## config.mk

```make
export PLATFORM = sky130hd
export DESIGN_NAME = tllc_front
export DESIGN_NICKNAME = d
export VERILOG_FILES = /design/src/rtl/tllc_pkg.sv /design/src/rtl/tllc_front.sv
export SDC_FILE = /design/constraint.sdc
export NUM_CORES = 2
export LEC_CHECK = 0
export BUFFER_PORTS_ARGS = -buffer_cell sky130_fd_sc_hd__buf_2
export CORE_MARGIN = 2
export CORE_UTILIZATION = 70
export CTS_CLUSTER_SIZE = 24
export DETAILED_ROUTE_END_ITERATION = 10
export PLACE_DENSITY = 0.87
export SLEW_MARGIN = 30
export SYNTH_ARGS = -nofsm -noshare
export SYNTH_HDL_FRONTEND = slang
export SYNTH_SLANG_ARGS = --single-unit
```

## constraint.sdc

```tcl
create_clock -name clk_i -period 22.2 [get_ports clk_i]
set_input_delay 4.44 -clock clk_i [delete_from_list [all_inputs] [get_ports clk_i]]
set_output_delay 4.44 -clock clk_i [all_outputs]
set_load 0.02 [all_outputs]
```

## src/rtl/tllc_pkg.sv

```systemverilog
`timescale 1ns / 1ps
`default_nettype none
// ----------------------------------------------------------------------------
// tllc_pkg
// Shared widths, coefficients, register codes and stage payload types of the
// trace log level converter.
// ----------------------------------------------------------------------------
package tllc_pkg;

  // Field widths
  localparam int unsigned IndexW  = 16;
  localparam int unsigned SampleW = 32;
  localparam int unsigned ScaleW  = 32;
  localparam int unsigned LevelW  = 18;
  localparam int unsigned ProdW   = SampleW + ScaleW;
  localparam int unsigned FracW   = 23;
  localparam int unsigned ExpW    = 8;
  localparam int unsigned LeadW   = 6;

  // Configuration channel
  localparam int unsigned CfgIdxW  = 3;
  localparam int unsigned CfgDataW = 32;

  typedef enum logic [CfgIdxW-1:0] {
    CfgRecipScale   = 3'd0,
    CfgConcatEnable = 3'd1,
    CfgJoinPoint    = 3'd2,
    CfgLowOffset    = 3'd3,
    CfgMinLevel     = 3'd4
  } cfg_reg_e;

  // Cubic coefficients and log10(2), all Q.24
  localparam logic        [19:0] C3Coef   = 20'd839867;
  localparam logic signed [23:0] C2Coef   = 24'sd2972587;
  localparam logic signed [23:0] C1Coef   = 24'sd7190379;
  localparam logic signed [23:0] ClogCoef = 24'sd5049942;

  // Exponent reported for a zero product
  localparam logic signed [ExpW-1:0] ZeroExp = -8'sd127;

  // Level limits
  localparam logic signed [LevelW-1:0] LevelMax = {1'b0, {(LevelW-1){1'b1}}};
  localparam logic signed [LevelW-1:0] LevelMin = {1'b1, {(LevelW-1){1'b0}}};

  // Register reset values
  localparam logic [ScaleW-1:0] RecipReset = 32'h0100_0000;

  typedef struct packed {
    logic [ScaleW-1:0]        recip_scale;
    logic                     concat_enable;
    logic [IndexW-1:0]        join_point;
    logic signed [LevelW-1:0] low_offset;
    logic signed [LevelW-1:0] min_level;
  } cfg_t;

  // Scaled magnitude leaving the front end
  typedef struct packed {
    logic             use_low;
    logic [ProdW-1:0] prod;
  } prod_t;

  // Normalized product: exponent and mantissa fraction
  typedef struct packed {
    logic                   use_low;
    logic [FracW-1:0]       frac;
    logic signed [ExpW-1:0] expo;
  } norm_t;

  // Level before offset and floor
  typedef struct packed {
    logic                     use_low;
    logic signed [LevelW-1:0] level;
  } lvl_t;

endpackage
`default_nettype wire

```

## src/rtl/tllc_front.sv

```systemverilog
`timescale 1ns / 1ps
`default_nettype none
// ----------------------------------------------------------------------------
// tllc_front
// Two stages: channel select and magnitude, then the 32x32 scale multiply.
// ----------------------------------------------------------------------------
module tllc_front import tllc_pkg::*; (
  input  logic                      clk_i,
  input  logic                      rst_ni,
  input  cfg_t                      cfg_i,
  input  logic                      in_valid_i,
  output logic                      in_ready_o,
  input  logic [IndexW-1:0]         sample_index_i,
  input  logic signed [SampleW-1:0] high_sample_i,
  input  logic signed [SampleW-1:0] low_sample_i,
  output logic                      out_valid_o,
  input  logic                      out_ready_i,
  output prod_t                     out_o
);

  logic                v1_q, v2_q;
  logic                rdy1, rdy2;
  logic                use_low_d, use_low1_q;
  logic [SampleW-1:0]  sel;
  logic [SampleW-1:0]  mag_d, mag1_q;
  logic [ProdW-1:0]    prod;
  prod_t               out_q;

  // Stage handshake
  assign rdy2       = !v2_q || out_ready_i;
  assign rdy1       = !v1_q || rdy2;
  assign in_ready_o = rdy1;

  // Position is 16 bits and the trace holds 64K samples: no wrap needed
  assign use_low_d = cfg_i.concat_enable && (sample_index_i < cfg_i.join_point);
  assign sel       = use_low_d ? low_sample_i : high_sample_i;
  // Most negative sample maps to 2^31, which still fits unsigned
  assign mag_d     = sel[SampleW-1] ? (~sel + SampleW'(1)) : sel;

  assign prod = mag1_q * cfg_i.recip_scale;

  always_ff @(posedge clk_i or negedge rst_ni) begin
    if (!rst_ni) begin
      v1_q <= 1'b0;
      v2_q <= 1'b0;
    end else begin
      if (rdy1) v1_q <= in_valid_i;
      if (rdy2) v2_q <= v1_q;
    end
  end

  always_ff @(posedge clk_i) begin
    if (rdy1 && in_valid_i) begin
      use_low1_q <= use_low_d;
      mag1_q     <= mag_d;
    end
    if (rdy2 && v1_q) begin
      out_q.use_low <= use_low1_q;
      out_q.prod    <= prod;
    end
  end

  assign out_valid_o = v2_q;
  assign out_o       = out_q;

endmodule
`default_nettype wire

```

Word-level counts from Yosys, hierarchy flattened
Cells that the tools add are included.

cells by class
  $add $sub $neg = 1
  multipliers = 1
  $lt $le $gt $ge = 1
  mux-type cells = 2
  bitwise logic cells = 1
  reduce and logical (&&, ||, !) cells = 7

operator list
  kind                     count
  $mul A32 B32 Y64         1
  $add A32 B1 Y32 const B  1
  $mux W32                 1
  $not A32 Y32             1
  $mux W31                 1
  $lt A16 B16 Y1           1
  $logic_and A1 B1 Y1      3
  $logic_not A1 Y1         2
  $logic_or A1 B1 Y1       2

storage, ports and cells
  register bits = 100
  bits of input ports = 169
  output and inout port bits = 67

Logic depth before layout (Yosys ltp)
  depth after elaboration = 6
  mapped depth = 31
  gate-level depth less buffers = 29

Worst setup path after synthesis
OpenSTA, ideal clock, no wires.

  path kind = in2reg
  start = in cfg_i[55] (netlist bit)
  end = reg out_q, in the netlist out_o[61] (data pin)
  setup time = 0.258 ns
  arrival time = 11.373 ns
  data required time = 21.942 ns
  slack = 10.569 ns
  stages = 26
  path through = clkbuf_1 > and2_1 > fa_1 > inv_1 > fa_1 > fa_1 > fa_1 > inv_1 > fa_1 > inv_1 > fa_1 > inv_1 > fa_1 > fa_1 > ha_1 > a21o_1 > a21o_1 > a21o_1 > o311a_1 > o21a_1 > a21oi_4 > o21ai_2 > or4b_4 > and3_4 > a31oi_4 > xnor2_1

between the ends
  word-level cells in the longest chain between the ends = 1

ends and longest elaborated chain
  element           RTL line          text
  start, declared   tllc_front.sv:10  input cfg_t cfg_i,
  $mul A32 B32 Y64  tllc_front.sv:40  assign prod = mag1_q * cfg_i.recip_scale;
  via prod[61]      tllc_front.sv:26  logic [ProdW-1:0] prod;
  end, declared     tllc_front.sv:27  prod_t out_q;

The timed path passes the listed nets, and every way through them passes these cells.
A chain may end at the register's enable or synchronous reset.

Worst setup path after layout
  start = in cfg_i[64] (netlist bit)
  end = reg out_q, in the netlist out_o[58] (data pin)

Same word-level chain as after synthesis.

==> results.md <==
- Worst Path Required: 22.37 ns
- Placed insts: 4759
- # hold bufs at CTS: 0
- Sequential cell area: 2993 sq um
- Vias per Instance: 6.063
- Grt total ovfl: 0
- HP Class: reg2reg
- Setup crit start: cfg_i[64]
- Clk sinks: 100
- Area Growth Syn to Fin: 4.304%
- Slack of the worst reg-to-reg path: 12.99 ns
- Post-DP HPWL: 75.08 mm
- Endpoint type of the worst setup path: register
- Clk_lat worst skew: 0.45 ns
- Crit Path Class: in2reg
- Worst r2r path cells: 27
- Core box area: 53710 sq um
- Fillcell total: 3687
- Distinct cells, synth: 68
- EDFF count, synth: 98
- Vias in the first global route: 32060
- Final nets: 5418
- Least-Margin Pin Slew: 1.043 ns
- Total negative slack: 0 ns
- Die width: 236.9 um
- First drt pass iteration count: 8
- Crit path capture: out_o[58]
- Post-route cell area: 39600 sq um
- DRC violations left: 0
- Initial core utilization: 0.7069
- Pin count of the biggest net entering global routing: 65
- Postcts setup bufs: 0
- Worst r2r src: mag1_q[17]
- Per-cell routed wire length: 21.85 um
- RSZ-0062 raised after global routing: no
- Crit Path Max Fanout: 32
- Clock skew: 0.04423 ns
- Setup-failing EPs final: 0
- Die area: 56120 sq um
- Ys Warns: 0
- CTS tree: done
- Top_reg_cell synth: edfxtp_1
- Vias after detailed routing: 28986
- CTS buffer count: 9
- Die height: 236.9 um
- Async S/R FF share, synth: 0.02000
- Max Cap Viol: 0
- Tcrit/Tclk final: 0.5969
- Initial antenna violation count: 6
- GRT Total Usage: 0.3911
- Post-Syn Nets: 5393
- Fmax: 0.07547 GHz
- Sequential share of the synthesized area: 0.07883
- Post-synthesis register bit count: 100
- Clock Tree Buf Depth: 2
- Post-layout minimum cycle time: 13.25 ns
- First-pass GRT wire length: 166.6 mm
- Core Rows: 85
- Post_cts resized: 0
- Slew margin rel.: 0.3047
- Synthesized netlist cell count: 4049
- Mapped cell area: 37970 sq um
- Status: finished, final reports clean
- Final hold violation count: 0
- Initial drt markers: 2421
- Top Ports: 236
- Final Wtd Congestion: 0.9621
- Post-DRT Antenna Nets: 0
- Worst-path clk slew: 0.09 ns
- Mean area per synthesized cell: 9.377 sq um
- IO Port Bufs: 199
- Post-route insts no fill: 4781
- Routed Wire Length: 104.5 mm
- Worst R2R End: out_o[58]
- Area of placed instances: 39280 sq um
- Area of the multi-input gates: 30800 sq um
- # H-tree levels: 3
- Startpoint Class: input pin
- CTS Root Cell: clkbuf_16
- Worst hold slack: 0.4417 ns
- Share of cells above drive strength 1: 0.06742
- Pins over their slew limit: 0
- Data arrival, critical path: 13.42 ns
==> metrics by stage <==
| step | utilization | setup slack, ns |
|---|---|---|
| final | 0.7373 | 8.949 |
| after global routing | 0.7371 | 8.768 |
| after CTS | 0.7371 | 9.377 |
| after detailed placement | 0.7314 | 8.962 |
| after global placement | 0.7314 | 9.083 |
| after floorplan | - | 10.57 |
==> placed cells by master, fill, tap and decap left out, drive strengths merged, types with 6 or more instances in the layout <==
cell    count
fa        896
inv       886
and2      583
nand2     514
ha        279
buf       240
edfxtp     98
a21oi      90
xnor2      62
nor2       59
o21ai      55
a21o       45
xor2       31
mux2i      30
nor3       25
nand4      17
a31oi      15
or3        14
nand2b     12
nor4       11
o21bai     10
nand3       9
clkbuf      9
and3        8
o31ai       7
diode       6
o21a        6
a21boi      6
==> layout make-up <==
type / count / area share
antenna: 6 / 0.0003791
clock buffer: 9 / 0.005687
clock inverter: 7 / 0.001959
inverter: 883 / 0.08370
multi-input combinational: 2840 / 0.7778
sequential: 100 / 0.07558
tap: 696 / 0.02199
timing repair buffer: 240 / 0.03292
==> cells in the mapped netlist (7+ instances only) <==
cell type | count | area share
and3_1 | 7 | 0.0012
o21ai_0 | 35 | 0.0046
nor2_1 | 59 | 0.0058
o21bai_1 | 10 | 0.0020
fa_1 | 896 | 0.47
nor3_1 | 25 | 0.0033
nand4_1 | 17 | 0.0028
clkbuf_1 | 219 | 0.022
o21ai_1 | 18 | 0.0024
nand3_1 | 9 | 0.0012
ha_1 | 279 | 0.092
or3_1 | 13 | 0.0021
and2_1 | 583 | 0.096
a31oi_1 | 14 | 0.0023
a21oi_1 | 88 | 0.012
edfxtp_1 | 98 | 0.078
xor2_1 | 31 | 0.0072
nand2b_1 | 12 | 0.0020
mux2i_1 | 30 | 0.0079
a21o_1 | 45 | 0.0089
inv_1 | 882 | 0.087
nand2_1 | 514 | 0.051
xnor2_1 | 62 | 0.014
o31ai_1 | 7 | 0.0014
nor4_1 | 11 | 0.0018
==> how the worst min path moves through the flow <==
stage,start,endpoint,slack (ns),cells after the start
after floorplan,use_low1_q,out_o[64],0.40,0
after detailed placement,use_low1_q,out_o[64],0.42,0
after global placement,use_low1_q,out_o[64],0.43,0
after CTS,use_low1_q,out_o[64],0.45,0
after global routing,use_low1_q,out_o[64],0.48,0
final,use_low1_q,out_o[64],0.44,0
==> sequential cells by signal, summed over array words and instances, names as in the netlist <==
signal / cells
out_o: 65
mag1_q: 32
out_valid_o: 1
use_low1_q: 1
v1_q: 1
==> layer usage <==
layer	vias up	track usage	part of all wire
met4	4	0.2863	0.087
met3	637	0.09023	0.10
li1	12022	-	-
met1	14511	0.4486	0.32
met5	-	0	0.00022
met2	1812	0.6470	0.48
==> worst max-delay path, stage by stage <==
cell	delay (ns)
buf_2	0.73
nand2_1	0.21
fa_1	0.62
inv_1	0.08
fa_1	0.48
inv_1	0.06
fa_1	0.53
inv_1	0.05
fa_1	0.51
inv_1	0.06
fa_1	0.55
fa_1	0.43
fa_1	0.45
fa_1	0.71
inv_1	0.09
ha_1	0.40
nand2_1	0.13
nor2_1	0.06
a211o_1	0.34
a211oi_1	0.49
o2111ai_1	0.37
a311oi_1	0.67
o22ai_1	0.28
a31oi_1	0.28
nand2b_1	0.08
a21oi_1	0.19
xnor2_1	0.09
==> kinds of logic after synthesis <==
family,count (synthesis),share of synthesized area
AOI/OAI and AO/OA,264,0.04419
xor gates and xnor gates,93,0.02145
adders and majority gates,1175,0.5644
buffers and inverters,1109,0.1100
DFF,100,0.07883
muxes,32,0.008503
and+or+nand+nor,1276,0.1726
Power is not shown: default switching activity piles up to over one toggle a cycle in this logic, so the estimate is an artifact.
