<file path="src/rtl/tllc_pkg.sv">
`timescale 1ns / 1ps
`default_nettype none
// ----------------------------------------------------------------------------
// tllc_pkg
// Shared widths, coefficients, register codes and stage payload types of the
// trace log level converter.
// ----------------------------------------------------------------------------
package tllc_pkg;

  // Field widths
  localparam int unsigned IndexW  = 16;
  localparam int unsigned SampleW = 32;
  localparam int unsigned ScaleW  = 32;
  localparam int unsigned LevelW  = 18;
  localparam int unsigned ProdW   = SampleW + ScaleW;
  localparam int unsigned FracW   = 23;
  localparam int unsigned ExpW    = 8;
  localparam int unsigned LeadW   = 6;

  // Configuration channel
  localparam int unsigned CfgIdxW  = 3;
  localparam int unsigned CfgDataW = 32;

  typedef enum logic [CfgIdxW-1:0] {
    CfgRecipScale   = 3'd0,
    CfgConcatEnable = 3'd1,
    CfgJoinPoint    = 3'd2,
    CfgLowOffset    = 3'd3,
    CfgMinLevel     = 3'd4
  } cfg_reg_e;

  // Cubic coefficients and log10(2), all Q.24
  localparam logic        [19:0] C3Coef   = 20'd839867;
  localparam logic signed [23:0] C2Coef   = 24'sd2972587;
  localparam logic signed [23:0] C1Coef   = 24'sd7190379;
  localparam logic signed [23:0] ClogCoef = 24'sd5049942;

  // Exponent reported for a zero product
  localparam logic signed [ExpW-1:0] ZeroExp = -8'sd127;

  // Level limits
  localparam logic signed [LevelW-1:0] LevelMax = {1'b0, {(LevelW-1){1'b1}}};
  localparam logic signed [LevelW-1:0] LevelMin = {1'b1, {(LevelW-1){1'b0}}};

  // Register reset values
  localparam logic [ScaleW-1:0] RecipReset = 32'h0100_0000;

  typedef struct packed {
    logic [ScaleW-1:0]        recip_scale;
    logic                     concat_enable;
    logic [IndexW-1:0]        join_point;
    logic signed [LevelW-1:0] low_offset;
    logic signed [LevelW-1:0] min_level;
  } cfg_t;

  // Scaled magnitude leaving the front end
  typedef struct packed {
    logic             use_low;
    logic [ProdW-1:0] prod;
  } prod_t;

  // Normalized product: exponent and mantissa fraction
  typedef struct packed {
    logic                   use_low;
    logic [FracW-1:0]       frac;
    logic signed [ExpW-1:0] expo;
  } norm_t;

  // Level before offset and floor
  typedef struct packed {
    logic                     use_low;
    logic signed [LevelW-1:0] level;
  } lvl_t;

endpackage
`default_nettype wire

</file>
<file path="src/rtl/tllc_poly.sv">
`timescale 1ns / 1ps
`default_nettype none
// ----------------------------------------------------------------------------
// tllc_poly
// Cubic log10 correction in Horner form, one multiply per stage, then the
// exponent term, the factor of 5 and rounding to 8 fraction bits.
// ----------------------------------------------------------------------------
module tllc_poly import tllc_pkg::*; (
  input  logic  clk_i,
  input  logic  rst_ni,
  input  logic  in_valid_i,
  output logic  in_ready_o,
  input  norm_t in_i,
  output logic  out_valid_o,
  input  logic  out_ready_i,
  output lvl_t  out_o
);

  logic [3:0] v_q;
  logic [3:0] rdy;

  // Stage 1: C3*m and e*log10(2)
  logic [42:0]              a_full;
  logic signed [31:0]       ec_full;
  logic                     s1_use_low_q;
  logic [FracW-1:0]         s1_frac_q;
  logic signed [31:0]       s1_ec_q;
  logic [19:0]              s1_ahi_q;

  // Stage 2: u = floor(t*m / 2^23)
  logic signed [23:0]       t;
  logic signed [47:0]       u_full;
  logic                     s2_use_low_q;
  logic [FracW-1:0]         s2_frac_q;
  logic signed [31:0]       s2_ec_q;
  logic signed [24:0]       s2_u_q;

  // Stage 3: y = floor(q*m / 2^23)
  logic signed [24:0]       q;
  logic [46:0]              y_full;
  logic                     s3_use_low_q;
  logic signed [31:0]       s3_ec_q;
  logic [FracW-1:0]         s3_y_q;

  // Stage 4: level = floor((5*L + 2^15) / 2^16)
  logic signed [32:0]       lsum;
  logic signed [35:0]       scaled;
  lvl_t                     out_q;

  // Stage handshake
  always_comb begin
    rdy[3] = !v_q[3] || out_ready_i;
    for (int k = 2; k >= 0; k--) rdy[k] = !v_q[k] || rdy[k+1];
  end
  assign in_ready_o = rdy[0];

  always_ff @(posedge clk_i or negedge rst_ni) begin
    if (!rst_ni) begin
      v_q <= '0;
    end else begin
      if (rdy[0]) v_q[0] <= in_valid_i;
      for (int k = 1; k < 4; k++) begin
        if (rdy[k]) v_q[k] <= v_q[k-1];
      end
    end
  end

  assign a_full  = C3Coef * in_i.frac;
  assign ec_full = in_i.expo * ClogCoef;

  // t is always negative, u lands in [-C2, 0]
  assign t      = $signed({4'b0000, s1_ahi_q}) - C2Coef;
  assign u_full = t * $signed({1'b0, s1_frac_q});

  assign q      = 25'(C1Coef) + s2_u_q;
  assign y_full = q[23:0] * s2_frac_q;

  assign lsum   = 33'(s3_ec_q) + $signed({10'b0, s3_y_q});
  assign scaled = (36'(lsum) <<< 2) + 36'(lsum) + 36'sd32768;

  always_ff @(posedge clk_i) begin
    if (rdy[0] && in_valid_i) begin
      s1_use_low_q <= in_i.use_low;
      s1_frac_q    <= in_i.frac;
      s1_ec_q      <= ec_full;
      s1_ahi_q     <= a_full[42:23];
    end
    if (rdy[1] && v_q[0]) begin
      s2_use_low_q <= s1_use_low_q;
      s2_frac_q    <= s1_frac_q;
      s2_ec_q      <= s1_ec_q;
      s2_u_q       <= u_full[47:23];
    end
    if (rdy[2] && v_q[1]) begin
      s3_use_low_q <= s2_use_low_q;
      s3_ec_q      <= s2_ec_q;
      s3_y_q       <= y_full[45:23];
    end
    if (rdy[3] && v_q[2]) begin
      out_q.use_low <= s3_use_low_q;
      out_q.level   <= scaled[33:16];
    end
  end

  assign out_valid_o = v_q[3];
  assign out_o       = out_q;

endmodule
`default_nettype wire

</file>
<file path="config.mk">
export PLATFORM = sky130hd
export DESIGN_NAME = tllc_poly
export DESIGN_NICKNAME = d
export VERILOG_FILES = /design/src/rtl/tllc_pkg.sv /design/src/rtl/tllc_poly.sv
export SDC_FILE = /design/constraint.sdc
export NUM_CORES = 2
export LEC_CHECK = 0
export BUFFER_PORTS_ARGS = -buffer_cell sky130_fd_sc_hd__buf_2
export CAP_MARGIN = 40
export CORE_ASPECT_RATIO = 1.75
export CORE_MARGIN = 3
export CORE_UTILIZATION = 60
export CTS_CLUSTER_DIAMETER = 200
export DETAILED_ROUTE_END_ITERATION = 10
export GPL_TIMING_DRIVEN = 1
export PLACE_DENSITY = 0.87
export REMOVE_ABC_BUFFERS = 1
export SYNTH_ARGS = -nofsm -noshare
export SYNTH_HDL_FRONTEND = slang
export SYNTH_SLANG_ARGS = --single-unit
</file>
<file path="constraint.sdc">
create_clock -name clk_i -period 9.3 [get_ports clk_i]
set_clock_uncertainty 0.15 [all_clocks]
set_input_delay 0.93 -clock clk_i [delete_from_list [all_inputs] [get_ports clk_i]]
set_output_delay 0.93 -clock clk_i [all_outputs]
set_load 0.005 [all_outputs]
</file>
Word level (Yosys, flattened, before mapping)
Cells that the tools add are included.
{"block": "op_classes", "multipliers": 4, "addsub": 5, "n_reduce_logical": 12}
{"op": "$mul A23 B24 Y47", "n": 1}
{"op": "$mul A24 B23 Y46", "n": 1}
{"op": "$mul A20 B23 Y43 const A", "n": 1}
{"op": "$add A34 B17 Y34 const B", "n": 1}
{"op": "$add A34 B33 Y34", "n": 1}
{"op": "$add A32 B24 Y33", "n": 1}
{"op": "$mul A8 B23 Y31 const B", "n": 1}
{"op": "$add A24 B24 Y24 const A", "n": 1}
{"op": "$sub A20 B22 Y23 const B", "n": 1}
{"op": "$logic_and A1 B1 Y1", "n": 4}
{"op": "$logic_not A1 Y1", "n": 4}
{"op": "$logic_or A1 B1 Y1", "n": 4}
{"block": "word_totals", "word_cells": 38, "output_inout_bits": 21, "reg_bits": 232}

Depth between registers and ports, before layout
{"block": "logic_depth", "word_depth": 6, "depth_mapped": 35, "ltp_nobuf": 33}

Least setup slack after synthesis
Ideal clock, no wire load.
{"block": "synth_timing", "kind": "reg2reg", "startpoint": "reg s2_u_q[0]", "endpoint": "reg s3_y_q[11], data pin", "arrival_ns": 8.458, "path_slack_ns": 0.433, "synth_period_minus_slack_ns": 8.867, "stages_incl_launch_ff": 34, "path_buffers": 2, "setup_time_ns": 0.258, "path_cell_list": "edfxtp_1 clkbuf_1 inv_1 ha_1 nor2b_1 o21a_1 o31ai_1 a21bo_2 a21boi_1 o31ai_2 nand2_1 xor2_1 clkbuf_1 nand2_1 fa_1 fa_1 fa_1 fa_1 inv_1 fa_1 fa_1 inv_1 fa_1 inv_1 ha_1 a21o_1 a21o_1 a21oi_1 o211ai_1 o211ai_1 nor2_1 or3b_2 a21oi_1 xnor2_1"}
{"block": "synth_between", "elab_chain_len": 2}
{"item": "from (decl)", "line": "tllc_poly.sv:36", "source": "logic signed [24:0] s2_u_q;"}
{"item": "from (signal assigned)", "line": "tllc_poly.sv:92", "source": "s2_u_q <= u_full[47:23];"}
{"item": "$add A24 B24 Y24", "line": "tllc_poly.sv:75", "source": "assign q = 25'(C1Coef) + s2_u_q;"}
{"item": "$mul A24 B23 Y46", "line": "tllc_poly.sv:76", "source": "assign y_full = q[23:0] * s2_frac_q;"}
{"item": "net y_full[34]", "line": "tllc_poly.sv:40", "source": "logic [46:0] y_full;"}
{"item": "to (signal assigned)", "line": "tllc_poly.sv:97", "source": "s3_y_q <= y_full[45:23];"}
{"item": "to (decl)", "line": "tllc_poly.sv:43", "source": "logic [FracW-1:0] s3_y_q;"}
The timed path passes the listed nets, and every way through them passes these cells.
A chain may end at the register's enable or synchronous reset.

Worst setup path in the final report
{"block": "layout_timing", "startpoint": "reg s1_ahi_q[0]", "endpoint": "reg s2_u_q[22], data pin"}
{"block": "layout_between", "elab_chain_len": 2}
{"item": "from (decl)", "line": "tllc_poly.sv:28", "source": "logic [19:0] s1_ahi_q;"}
{"item": "from (signal assigned)", "line": "tllc_poly.sv:86", "source": "s1_ahi_q <= a_full[42:23];"}
{"item": "$sub A20 B22 Y23", "line": "tllc_poly.sv:72", "source": "assign t = $signed({4'b0000, s1_ahi_q}) - C2Coef;"}
{"item": "$mul A23 B24 Y47", "line": "tllc_poly.sv:73", "source": "assign u_full = t * $signed({1'b0, s1_frac_q});"}
{"item": "net u_full[45]", "line": "tllc_poly.sv:32", "source": "logic signed [47:0] u_full;"}
The timed path passes the listed nets, and every way through them passes these cells.

==> flow_metrics.tcl <==
set metrics [dict create \
    ctsHtreeMaxLevel 1 \
    grt_max_degree 75 \
    crit_slowest_cell "sky130_fd_sc_hd__fa_1" \
    layout.nets 7626 \
    synth_ff_type "sky130_fd_sc_hd__edfxtp_1" \
    cp-end-kind "flip-flop" \
    synth_xor_xnor_area_share_pct 2.71 \
    areaGrowthSynthToFinish_pct 5.46 \
    clockRootBuffer "sky130_fd_sc_hd__clkbuf_16" \
    synth.yosys.seq_area_share_pct 12.5 \
    run_status "completed" \
    drive_gt1_share_pct 4.54 \
    core_region_area_um2 91800 \
    finalHoldViolCount 0 \
    wl_per_cell_um 21.3 \
    syn-cell-area_um2 55600 \
    setup.reg_to_reg.worst_slack_ns 0.24 \
    synth_top_cell_by_area "sky130_fd_sc_hd__fa_1" \
    crit_arrival_ns 9.25 \
    slew_violations 0 \
    die_w_um 236 \
    most_used_cells_in_the_layout_excluding_fill_and_tap_cells "sky130_fd_sc_hd__inv_1 (1522), sky130_fd_sc_hd__fa_1 (1100), sky130_fd_sc_hd__ha_1 (730), sky130_fd_sc_hd__nand2_1 (673), sky130_fd_sc_hd__and2_1 (324)" \
    synth_edf_count 228 \
    core.rowCount 147 \
    grt_util_all_layers_pct 31.4 \
    antenna_found_initial 3 \
    gpl.final_weighted_congestion 1.02 \
    area_share_of_and_or_nand_nor_cells_after_synthesis_pct 11.4 \
    drv.max_cap_violation_count 0 \
    yosys_register_bits 232 \
    max_slew_margin_pct 34.0 \
    postSynthCellCount 5753 \
    layout_worst_path_cycle_share_pct 97.5 \
    setup_viol 0 \
    critPathMostFrequentCell "sky130_fd_sc_hd__fa_1" \
    cts.clk_slew.worst_paths_ns 0.07 \
    rsz0062_at_grt "false" \
    yosysWarningCount 0 \
    max_slew.worst_pin.slew_ns 0.990 \
    cts_inserted_buffers 23 \
    leading_cell_type_in_the_layout_fill_and_taps_excluded "sky130_fd_sc_hd__inv_1" \
    floorplan.initialDensity_pct 60.6 \
    final_antenna_net_count 0 \
    worst_hold_path_type "flip-flop to flip-flop" \
    max_stage_delay_ns 0.51 \
    synth.avg_cell_area_um2 9.67 \
    design.die.area_um2 96500 \
    io_pins 57 \
    yosys-top-cells-area "sky130_fd_sc_hd__fa_1 (40%), sky130_fd_sc_hd__ha_1 (16%), sky130_fd_sc_hd__edfxtp_1 (12%)" \
    post_synth_mux_area_share_pct 0.0765 \
    fin_area_um2 58700 \
    final_cell_utilization_of_the_core_pct 63.9 \
    yosysUniqueCellTypes 83 \
    die_y_um 409 \
    timing.critical_path.fanout_max 23 \
    clock_sinks 232 \
    clock_tree.buffer_depth 3 \
    detail_route.first_pass.iterations 8 \
    port-buffer-count 56 \
    fmaxAchievable_mhz 110 \
    synth-adder-area-share_pct 56.0 \
    drt-vias-per-instance 5.88 \
    dpl-instance-area_um2 57700 \
    first_global_vias 47000 \
    clock_tree_from_tritoncts "done" \
    drt_iter0_drc 3015 \
    grt_first_pass_wirelength_um 236000 \
    globalRoute.totalOverflow 0 \
    synth_compound_gate_area_share_pct 5.68 \
    place.detailed.hpwl_um 120000 \
    synth_async_sr_flop_share_pct 1.72 \
    insertion_delay_of_the_later_clocked_pin_in_the_worst_skew_pair_ns 0.60 \
    setup.worst_path.class "flip-flop to flip-flop" \
    routed-via-count 41000 \
    critPathRequiredTime_ns 9.49 \
    postRouteWirelength_um 148000 \
    worstSetupStartpointType "flip-flop" \
    drcViolationCount 0 \
    netlist.area_leader.share_pct 39.6 \
    dominant_combinational_cell_family_by_area_after_synthesis "adder cells" \
    min_period_ns 9.06 \
    finalSetupTns_ns 0 \
]
[registers in the layout, indices dropped and copies added (netlist names)]
name          flops
s1_use_low_q      1
v_q               4
s1_ec_q          31
s1_ahi_q         20
s1_frac_q        23
s2_u_q           24
s3_ec_q          31
s2_ec_q          31
s3_y_q           23
s3_use_low_q      1
s2_use_low_q      1
out_o            19
s2_frac_q        23
[through the flow]
step                      instances  hold slack [ns]  setup slack, ns
final                          6972            0.265            0.237
after global routing           6970            0.272          0.00468
after CTS                      6962            0.265           0.0960
after detailed placement       6919            0.255            0.156
after global placement         6911            0.251            0.394
after floorplan                5561            0.250            0.228
[worst max-delay path, delay by kind of cell, from the launching register on]
family	cells	cell delay, ns
fa+ha+maj	9	3.78
flops	1	0.43
simple gates	4	0.51
buf+inv	7	0.85
compound gates	11	2.73
xor+xnor	2	0.35
[layer usage]
| metal | up-vias | routed length (um) | GRT usage [%] |
|---|---|---|---|
| met5 | - | 0 | 0 |
| met4 | 0 | 17700 | 29.6 |
| met3 | 1020 | 11000 | 4.90 |
| met2 | 2261 | 75800 | 55.8 |
| met1 | 20300 | 43900 | 30.7 |
| li1 | 17400 | - | - |
[cells by family (layout without fill, tap and decap cells)]
kind of cell | after synthesis | count (layout)
simple gates | 1325 | 1325
fa+ha+maj | 1830 | 1830
other cells | 0 | 3
mux | 3 | 3
compound gates | 477 | 477
buf+inv | 1714 | 1738
flops | 232 | 232
xor+xnor | 172 | 172
[area by class of cell]
type                    instances  area, um2
multi-input cells            3807      42400
fillers                      6716      33100
flip-flops and latches        232       6950
inverters                    1522       5710
well taps                    1192       1490
repair buffers                174       1300
clock buffers                  23        576
clock inverters                19        239
diodes                          3       7.51
[cells in the mapped netlist, drive strengths merged (33+ instances only)]
cell / count
a21o: 71
a21oi: 119
and2: 327
clkbuf: 189
edfxtp: 228
fa: 1100
ha: 730
inv: 1522
nand2: 673
nand3: 33
nor2: 96
nor2b: 49
o21a: 35
o21ai: 98
xnor2: 102
xor2: 70
[what timing repair did]
action | 4_1_cts | 5_1_grt
hold buffers | 1 | 0
gates resized for setup | 0 | 19
hold endpoints to repair | 4 | 0
setup endpoints to repair | 0 | 29
buffers inserted | 0 | 6
[final timing paths]
| check | start | to | cells past startpoint |
|---|---|---|---|
| max in group asynchronous | rst_ni | v_q[0]$_DFFE_PN0N_ | 2 |
| max reg2reg | s1_ahi_q[0]$_DFFE_PP_ | s2_u_q[22]$_DFFE_PP_ | 33 |
| max | s1_ahi_q[0]$_DFFE_PP_ | s2_u_q[22]$_DFFE_PP_ | 33 |
| min in group asynchronous | rst_ni | v_q[2]$_DFFE_PN0P_ | 2 |
| min reg2reg | s2_use_low_q$_DFFE_PP_ | s3_use_low_q$_DFFE_PP_ | 0 |
| min | s2_use_low_q$_DFFE_PP_ | s3_use_low_q$_DFFE_PP_ | 0 |
Power is left out: the tool's default activity adds up to more than one toggle a clock period on the data nets, which glitch-free logic cannot reach.
